**src/design/sobm_pkg.sv**
```systemverilog
package sobm_pkg;

	// configuration register indexes
	localparam logic CFG_IMAGE_WIDTH  = 1'b0;
	localparam logic CFG_IMAGE_HEIGHT = 1'b1;

	localparam int CFG_IDX_W    = 1;
	localparam int CFG_DATA_W   = 13;
	localparam int WIDTH_CFG_W  = 11;
	localparam int HEIGHT_CFG_W = 13;
	localparam int ROW_W        = 12;

	localparam logic [WIDTH_CFG_W-1:0]  WIDTH_RESET  = 11'd640;
	localparam logic [HEIGHT_CFG_W-1:0] HEIGHT_RESET = 13'd480;
	localparam logic [HEIGHT_CFG_W-1:0] HEIGHT_CAP   = 13'd4096;
	localparam logic [HEIGHT_CFG_W-1:0] HEIGHT_MIN   = 13'd3;

	localparam int PIX_W    = 8;
	localparam int GRAD_W   = 10;
	localparam int SUM_W    = 21;
	localparam int MAG_W    = 8;
	localparam int OCOL_W   = 10;
	localparam int OROW_W   = 12;
	localparam int TDATA_W  = 32;

	localparam logic [SUM_W-1:0] ROOT_BIT_START = 21'h100000;
	localparam logic [MAG_W-1:0] MAG_MAX        = 8'd255;

	typedef enum logic [2:0] {
		ST_CLEAR,
		ST_IDLE,
		ST_READ,
		ST_CALC,
		ST_SQUARE,
		ST_ROOT,
		ST_DONE
	} state_t;

	typedef struct packed {
		logic load;
		logic clear_wr;
		logic step;
		logic calc;
		logic square;
		logic root_step;
		logic out_load;
	} cmd_t;

	typedef struct packed {
		logic clear_done;
		logic emit;
		logic root_last;
		logic out_free;
	} sts_t;

endpackage

```
**src/design/sobm_ctrl.sv**
```systemverilog
module sobm_ctrl (
	input  logic           clk,
	input  logic           arst_n,
	input  logic           in_valid,
	output logic           in_ready,
	output sobm_pkg::cmd_t cmd,
	input  sobm_pkg::sts_t sts
);
	import sobm_pkg::*;

	state_t state_q, state_d;

	always_ff @(posedge clk or negedge arst_n) begin
		if (!arst_n)
			state_q <= ST_CLEAR;
		else
			state_q <= state_d;
	end

	always_comb begin
		state_d = state_q;
		case (state_q)
			ST_CLEAR:  if (sts.clear_done) state_d = ST_IDLE;
			ST_IDLE:   if (in_valid) state_d = ST_READ;
			ST_READ:   state_d = sts.emit ? ST_CALC : ST_IDLE;
			ST_CALC:   state_d = ST_SQUARE;
			ST_SQUARE: state_d = ST_ROOT;
			ST_ROOT:   if (sts.root_last) state_d = ST_DONE;
			ST_DONE:   if (sts.out_free) state_d = ST_IDLE;
			default:   state_d = ST_CLEAR;
		endcase
	end

	always_comb begin
		cmd      = '0;
		in_ready = 1'b0;
		case (state_q)
			ST_CLEAR:  cmd.clear_wr = 1'b1;
			ST_IDLE: begin
				in_ready = 1'b1;
				cmd.load = in_valid;
			end
			ST_READ:   cmd.step = 1'b1;
			ST_CALC:   cmd.calc = 1'b1;
			ST_SQUARE: cmd.square = 1'b1;
			ST_ROOT:   cmd.root_step = 1'b1;
			ST_DONE:   cmd.out_load = sts.out_free;
			default:   ;
		endcase
	end

	a_accept_reads: assert property (@(posedge clk) disable iff (!arst_n)
		cmd.load |=> state_q == ST_READ)
		else $error("accepted pixel not followed by line store update");

	a_done_waits: assert property (@(posedge clk) disable iff (!arst_n)
		(state_q == ST_DONE && !sts.out_free) |=> state_q == ST_DONE)
		else $error("result dropped while output busy");

	a_clear_first: assert property (@(posedge clk) disable iff (!arst_n)
		$past(state_q) == ST_CLEAR && state_q != ST_CLEAR |-> $past(sts.clear_done))
		else $error("clearing pass left early");

endmodule

```
**config.mk**
```make
export PLATFORM = sky130hd
export DESIGN_NAME = sobm_ctrl
export DESIGN_NICKNAME = d
export VERILOG_FILES = /design/src/design/sobm_pkg.sv /design/src/design/sobm_ctrl.sv
export SDC_FILE = /design/constraint.sdc
export NUM_CORES = 1
export LEC_CHECK = 0
export ABC_AREA = 1
export BUFFER_PORTS_ARGS = -buffer_cell sky130_fd_sc_hd__buf_2
export CAP_MARGIN = 15
export CORE_AREA = 2 2 39 41
export CTS_CLUSTER_SIZE = 16
export DETAILED_ROUTE_END_ITERATION = 8
export DIE_AREA = 0 0 41 43
export PLACE_DENSITY_LB_ADDON = 0.12
export SKIP_CTS_REPAIR_TIMING = 1
export SYNTH_ARGS = -nofsm -noshare
export SYNTH_HDL_FRONTEND = slang
export SYNTH_SLANG_ARGS = --single-unit
```
**constraint.sdc**
```tcl
create_clock -name clk -period 1.5 [get_ports clk]
set_input_delay 0.15 -clock clk [delete_from_list [all_inputs] [get_ports clk]]
set_output_delay 0.15 -clock clk [all_outputs]
set_load 0.03 [all_outputs]
```
# Word-level counts from Yosys, hierarchy flattened
# Cells that the tools add are included.
[classes] eq_ne=10 mux=14 n_reduce_logical=2
[ops] cell="one-hot mux 3 bit (7 select lines)" n=1
[ops] cell="2-to-1 mux 3 bit" n=4
[ops] cell="equality test 3 bit (second input constant)" n=3
[ops] cell="2-to-1 mux 1 bit" n=8
[ops] cell="!= test 2 bit (second input constant)" n=4
[ops] cell="equality test 3 x 2 -> 1 bit (second input constant)" n=2
[ops] cell="AND reduction 4 bit" n=1
[ops] cell="equality test 3 x 1 -> 1 bit (second input constant)" n=1
[ops] cell="logical NOT 3 bit" n=1
[ops] cell="2-to-1 mux 2 bit" n=1
[word_totals] regBits=3 input_bits=7 out_inout_bits=8 elab_cells=27

# Logic depth before layout (Yosys ltp)
# Gate-level depths: netlist of run 1.
[depth] ltp_word=3 ltp_mapped=8 depth_no_buf=7

# Worst setup path after synthesis of run 1
# Ideal clock, no wire load.
[synth_timing] path_kind="register to register" start="register state_q[0]" end="register state_q[1]" setup_time_ps=65 arrival_ps=1520 t_required_ps=1435 slack_ps=-84 stages_incl_launch_ff=7 path_buffers=1 synth_period_minus_slack_ps=1584 path_cell_list="dfrtp_1 -> buf_6 -> nor3_1 -> nand2_1 -> nand2_1 -> nand3_1 -> nand2_1"
[synth_via] elab_chain_len=3 elab_cells_between_ends=13 classes_between="10 x eq/ne; 1 x mux; 2 x reduce/logical"
[synth_lines] item="from (decl)" line_no="sobm_ctrl.sv:11" text="state_t state_q, state_d;"
[synth_lines] item="from (signal assigned)" line_no="sobm_ctrl.sv:17" text="state_q <= state_d;"
[synth_lines] item="equality test 3 bit, or another cell as far along" line_no="sobm_ctrl.sv:22" text="case (state_q)"
[synth_lines] item="!= test 2 bit (no source line)"
[synth_lines] item="AND reduction 4 bit (no source line)"
# Several ways; a longest one is shown, not always the timed one.
# A chain may end at the register's enable or synchronous reset.

==> results of run 1 <==
per-stage QoR:
| step | cell area (um2) | total power [uW] |
|---|---|---|
| 2_1_floorplan | 263 | 588 |
| 5_1_grt | 378 | 899 |
| 6_report | 378 | 814 |
| 3_5_place_dp | 342 | 685 |
| 4_1_cts | 368 | 833 |
| 3_3_place_gp | 342 | 690 |
worst min path at each step:
stage          startpoint                      to  slack [ns]  cells past startpoint
4_1_cts            arst_n  state_q[1]$_DFFE_PN0P_       -0.30                      1
5_1_grt            sts[0]  state_q[1]$_DFFE_PN0P_        0.24                      4
3_5_place_dp       arst_n  state_q[1]$_DFFE_PN0P_       -0.05                      1
6_report           sts[0]  state_q[1]$_DFFE_PN0P_        0.20                      4
3_3_place_gp       arst_n  state_q[1]$_DFFE_PN0P_       -0.05                      1
2_1_floorplan      arst_n  state_q[0]$_DFFE_PN0P_       -0.15                      0
power by group through the flow:
stage	combinational [uW]	clock [uW]	sequential, uW
after global placement	506	0	184
after CTS	503	149	182
after floorplan	440	0	148
final	495	138	181
after global routing	557	150	191
after detailed placement	501	0	183
Yosys cell counts, drive strengths merged:
master   n  area (um2)
dfrtp    3        75.1
buf      1        11.3
nand3    8        45.0
nand2   11        41.3
nor2     9        38.8
inv     11        41.3
nor3     1        5.00
cells in the final DEF (no fill, tap or decap), drive strengths merged:
cell type	synthesis	final
nand3	8	8
dlygate4sd3	0	1
nor2	9	9
nand2	11	11
nor3	1	1
clkbuf	0	4
dfrtp	3	3
inv	11	11
buf	1	14
cell type report:
cell class,instances,area (um2),area share (%)
flip-flops and latches,3,75.1,19.9
inverters,11,41.3,10.9
repair buffers,15,80.1,21.2
multi-input cells,29,135,35.8
clock buffers,4,26.3,6.95
well taps,16,20.0,5.30
worst register-to-register path, cell delays in order, from the launching register on:
cell	delay (ns)
dfrtp_1	0.48
inv_1	0.09
nand3_1	0.09
nor2_1	0.07
nor2_2	0.16
nand2_1	0.09
nand2_1	0.06
nand2_1	0.05
metal layers:
metal  share of wire, %  track usage (%)
met5                  0                0
met4                  0             8.00
met3                3.9             3.14
met1                 41             9.42
met2                 55             10.6
logic make-up (layout without fill, tap and decap cells):
logic type / after synthesis / in the layout / share of synthesized area, %
buffers and inverters: 12 / 30 / 20.4
AND/OR/NAND/NOR: 29 / 29 / 50.5
flip-flops: 3 / 3 / 29.1
==> impl_results.md, run 1 <==
- Status: finished, final reports clean
- Port Buf Inserts: 14
- Final ANT Viol Nets: 0
- Vias per inst: 3.90
- Wire length per cell: 7.26 um
- Flop pwr share: 22.2%
- Initial DRC count: 0
- Worst VDD drop: 0.690 mV
- Post-Synthesis Net Count: 51
- Num CTS Buffers: 3
- CP Max Fanout: 6
- Worst Setup SP: state_q[2]$_DFFE_PN0P_
- Starting Density: 18.6%
- Synth Warn #: 0
- Critical path depth in cells: 4
- Power per cell area: 2160 nW/um2
- R2R setup slack: 0.30 ns
- FF+latch count, synth: 3
- Overall Global Routing Usage: 8.16%
- Worst Setup EP: cmd[6]
- Largest regs: state_q (3)
- CTS tree: yes
- Leak Pwr: 0.000262 uW
- Final Wtd Congestion: 0.722
- Min Clock Period, post-route: 1.32 ns
- CP Class: reg -> out
- Largest reg by FF count: state_q
- Die Area: 1760 um2
- Critical path cell sequence: inv_1, nand3_2, nor2_1, buf_2
- Cell variety after synth: 10
- Critical Path RT: 1.35 ns
- WL final: 566 um
- Rel. slew slack: 82.1%
- Antenna cells: 0
- Clock latency at the later pin of the worst-skew pair: 0.23 ns
- Initial antenna violation count: 0
- Register area share after synthesis: 29.1%
- Setup slack at placement: 0.284 ns
- Clock Skews: 0.000460 ns
- Finished Core Util: 27.3%
- Dpl hpwl: 477 um
- Combinational Power Share: 60.8%
- Total negative setup slack: 0 ns
- Total Nets Final: 70
- Drt first pass iters: 1
- Crit path DAT: 1.17 ns
- Synth Instances: 44
- Core Region: 1380 um2
- Setup crit start kind: register
- Grt total ovfl: 0
- DRC violations left: 0
- Worst setup EP type: output pin
- Filler instances: 164
- Hold Fails Final Rpt: 0
- Cell row count: 14
- Slew @ Worst Pin: 0.269 ns
- Period utilization: 88.0%
- Clock transition at path regs: 0.04 ns
- Clk buf depth: 2
- Final Setup Violations: 0
- Min Hold Slack: 0.203 ns
- Max-slew violations: 0
- Sw power: 441 uW
- Post-Syn Area per Cell: 5.86 um2
- Share of layout cells above drive strength 1: 35.5%
- I/O Pins: 15
- Slowest CP cell: dfrtp_1
- Fmax: 757 MHz
- Worst setup margin: 0.179 ns
- Area growth, synth to finish: 46.6%
- Fin cells: 78
- Crit-path leading delay family: flip-flops
- Vias in the first global route: 258
- H-tree levels: 1
- Max FFs per register: 3
- Die Y: 43 um
- Mapped Area: 258 um2
- First-pass GRT wire length: 910 um
- Reg2reg path depth: 7
- Unrepaired setup endpoints after global routing: false
- Clock Power Share: 17.0%
- Switching Fraction: 54.1%
- Chip width: 41 um
- R2R Path End: state_q[0]$_DFFE_PN0P_
- Crit path largest cell delay: 0.43 ns
- Hold WC Path Type: in -> reg
- Vias: 304
- Int Pwr: 373 uW
- Worst path buffer plus inverter count: 2
- Maxcap violations: 0
- Placed cell count: 73
- Reg-to-Reg Start: state_q[0]$_DFFE_PN0P_
- Root Driver: clkbuf_4
- Clock Sinks: 3
- Largest net degree at the start of global routing: 9
Note: power is estimated with default switching activity, not from simulation.
==> run 2, diff against run 1 <==
Settings changed: CTS_BUF_LIST from default to sky130_fd_sc_hd__clkbuf_16.
==> run 2 against run 1 <==
Maximum frequency rose by 0.54%. Clock-buffer cell count fell by 1. Global-route usage rose by 0.79 points. Worst setup slack improved by 0.0071 ns. First-iteration DRC count rose by 1. Design area rose by 14%. Combinational power barely moved. Critical path depth did not move. Utilization rose by 3.8 points. Power rose by 34%. Die area did not move. Critical path type unchanged. Largest power group unchanged.
==> impl_results.md, run 2 (synthesized netlist as in run 1, its figures left out) <==
- Status: finished, final reports clean
- Min Clock Period, post-route: 1.31 ns (-0.00711 ns)
- Starting Density: 18.6% (unchanged)
- Worst setup margin: 0.187 ns (+0.00711 ns)
- Initial DRC count: 1 (+1)
- Clock Skews: 0.000783 ns (+0.000323 ns)
- Dpl hpwl: 477 um (unchanged)
- Largest regs: state_q (3)
- Crit path DAT: 1.16 ns (about the same)
- Clock latency at the later pin of the worst-skew pair: 0.22 ns (about the same)
- Setup slack at placement: 0.284 ns (unchanged)
- Worst setup EP type: output pin
- Max FFs per register: 3 (unchanged)
- Final ANT Viol Nets: 0 (unchanged)
- Antenna cells: 0 (unchanged)
- Critical Path RT: 1.35 ns (about the same)
- Setup crit start kind: register
- CP Max Fanout: 6 (unchanged)
- Vias in the first global route: 272 (+5.4%)
- Slowest CP cell: dfrtp_1
- Leak Pwr: 0.000289 uW (+10%)
- Wire length per cell: 7.65 um (+5.5%)
- DRC violations left: 0 (unchanged)
- Vias per inst: 3.90 (unchanged)
- Finished Core Util: 31.1% (+3.8 points)
- WL final: 597 um (+5.5%)
- Critical path cell sequence: inv_1, nand3_2, nor2_1, buf_2
- Clock transition at path regs: 0.03 ns (about the same)
- Unrepaired setup endpoints after global routing: false
- Largest net degree at the start of global routing: 9 (unchanged)
- Hold WC Path Type: in -> reg
- Vias: 304 (unchanged)
- Grt total ovfl: 0 (unchanged)
- Filler instances: 158 (-3.7%)
- Total negative setup slack: 0 ns (unchanged)
- Rel. slew slack: 81.8% (-0.28 points)
- Num CTS Buffers: 3 (unchanged)
- Crit path largest cell delay: 0.43 ns (about the same)
- Power per cell area: 2540 nW/um2 (+18%)
- Maxcap violations: 0 (unchanged)
- Die Area: 1760 um2 (unchanged)
- Max-slew violations: 0 (unchanged)
- CP Class: reg -> out
- Hold Fails Final Rpt: 0 (unchanged)
- Fmax: 761 MHz (+0.54%)
- R2R setup slack: 0.28 ns (-0.02 ns)
- CTS tree: yes
- Initial antenna violation count: 0 (unchanged)
- Register Area: 75.1 um2 (unchanged)
- Cell row count: 14 (unchanged)
- Final Setup Violations: 0 (unchanged)
- Overall Global Routing Usage: 8.94% (+0.79 points)
- Commonest non-fill, non-tap cell in the layout: buf_2
- Slew @ Worst Pin: 0.273 ns (+0.00426 ns)
- Chip width: 41 um (unchanged)
- Reg-to-Reg Start: state_q[0]$_DFFE_PN0P_
- Reg2reg path depth: 7 (unchanged)
- Worst Setup EP: cmd[6]
- Min Hold Slack: 0.210 ns (+0.00702 ns)
- I/O Pins: 15 (unchanged)
- Total Nets Final: 70 (unchanged)
- Root Driver: clkbuf_16
- Clk buf depth: 2 (unchanged)
- Port Buf Inserts: 14 (unchanged)
- Period utilization: 87.6% (-0.47 points)
- Core Region: 1380 um2 (unchanged)
- R2R Path End: state_q[0]$_DFFE_PN0P_
- Most frequent cells in the layout: buf_2, inv_1, nand2_1, nand3_1, nor2_1
- Clock Sinks: 3 (unchanged)
- Die Y: 43 um (unchanged)
- Multi-input logic area: 135 um2 (unchanged)
- Area growth, synth to finish: 67.0%
- Share of layout cells above drive strength 1: 35.5% (unchanged)
- Drt first pass iters: 4 (+3)
- H-tree levels: 1 (unchanged)
- Worst VDD drop: 0.940 mV (+36%)
- Final Wtd Congestion: 0.722 (unchanged)
- Worst Setup SP: state_q[2]$_DFFE_PN0P_
- Total chip power: 1090 uW (+34%)
- First-pass GRT wire length: 993 um (+9.1%)
- Largest reg by FF count: state_q
-- run 2: cell count changes in the layout (fill, tap and decap cells not counted), sizes merged --
cell | previous run | this run
inv | 11 | 12
clkbuf | 4 | 3
-- run 2: area by class of cell --
cell class                      count  share of cell area, %
Tap cell                           16                   4.65
Clock inverter                      1                  0.872
Timing Repair Buffer               15                   18.6
Inverter                           11                   9.59
Sequential cell                     3                   17.4
Multi-Input combinational cell     29                   31.4
Clock buffer                        3                   17.4
-- run 2: stage by stage --
step | std cells | area, um2
final | 78 | 430
after global routing | 78 | 430
after CTS | 77 | 420
after detailed placement | 73 | 342
after global placement | 73 | 342
after floorplan | 44 | 263
-- run 2: report_power, final --
group	internal, uW	switching [uW]
clock network	343	69.6
logic	155	342
registers	119	62.7
total	617	474
-- run 2: worst min path at each step --
| stage | start | endpoint | slack, ns | cells past startpoint |
|---|---|---|---|---|
| after floorplan | arst_n | state_q[0]$_DFFE_PN0P_ | -0.15 | 0 |
| after global placement | arst_n | state_q[1]$_DFFE_PN0P_ | -0.05 | 1 |
| after detailed placement | arst_n | state_q[1]$_DFFE_PN0P_ | -0.05 | 1 |
| after CTS | arst_n | state_q[1]$_DFFE_PN0P_ | -0.29 | 1 |
| after global routing | sts[0] | state_q[1]$_DFFE_PN0P_ | 0.25 | 4 |
| final | sts[0] | state_q[1]$_DFFE_PN0P_ | 0.21 | 4 |
-- run 2: worst max-delay path, delay by kind of cell, from the launching register on --
kind                   cells  cell delay (ns)
buffers and inverters      2             0.32
AND/OR/NAND/NOR            2             0.19
flip-flops                 1             0.43
-- run 2: routing by layer --
layer  vias to the layer above  routed length [um]  GRT usage [%]  share of wire [%]
li1                        166                   -              -                  -
met4                         0                   0           8.00                  0
met3                         0                  26           4.71                4.4
met5                         -                   0              0                  0
met1                       130                 253           10.0                 42
met2                         8                 318           11.6                 53
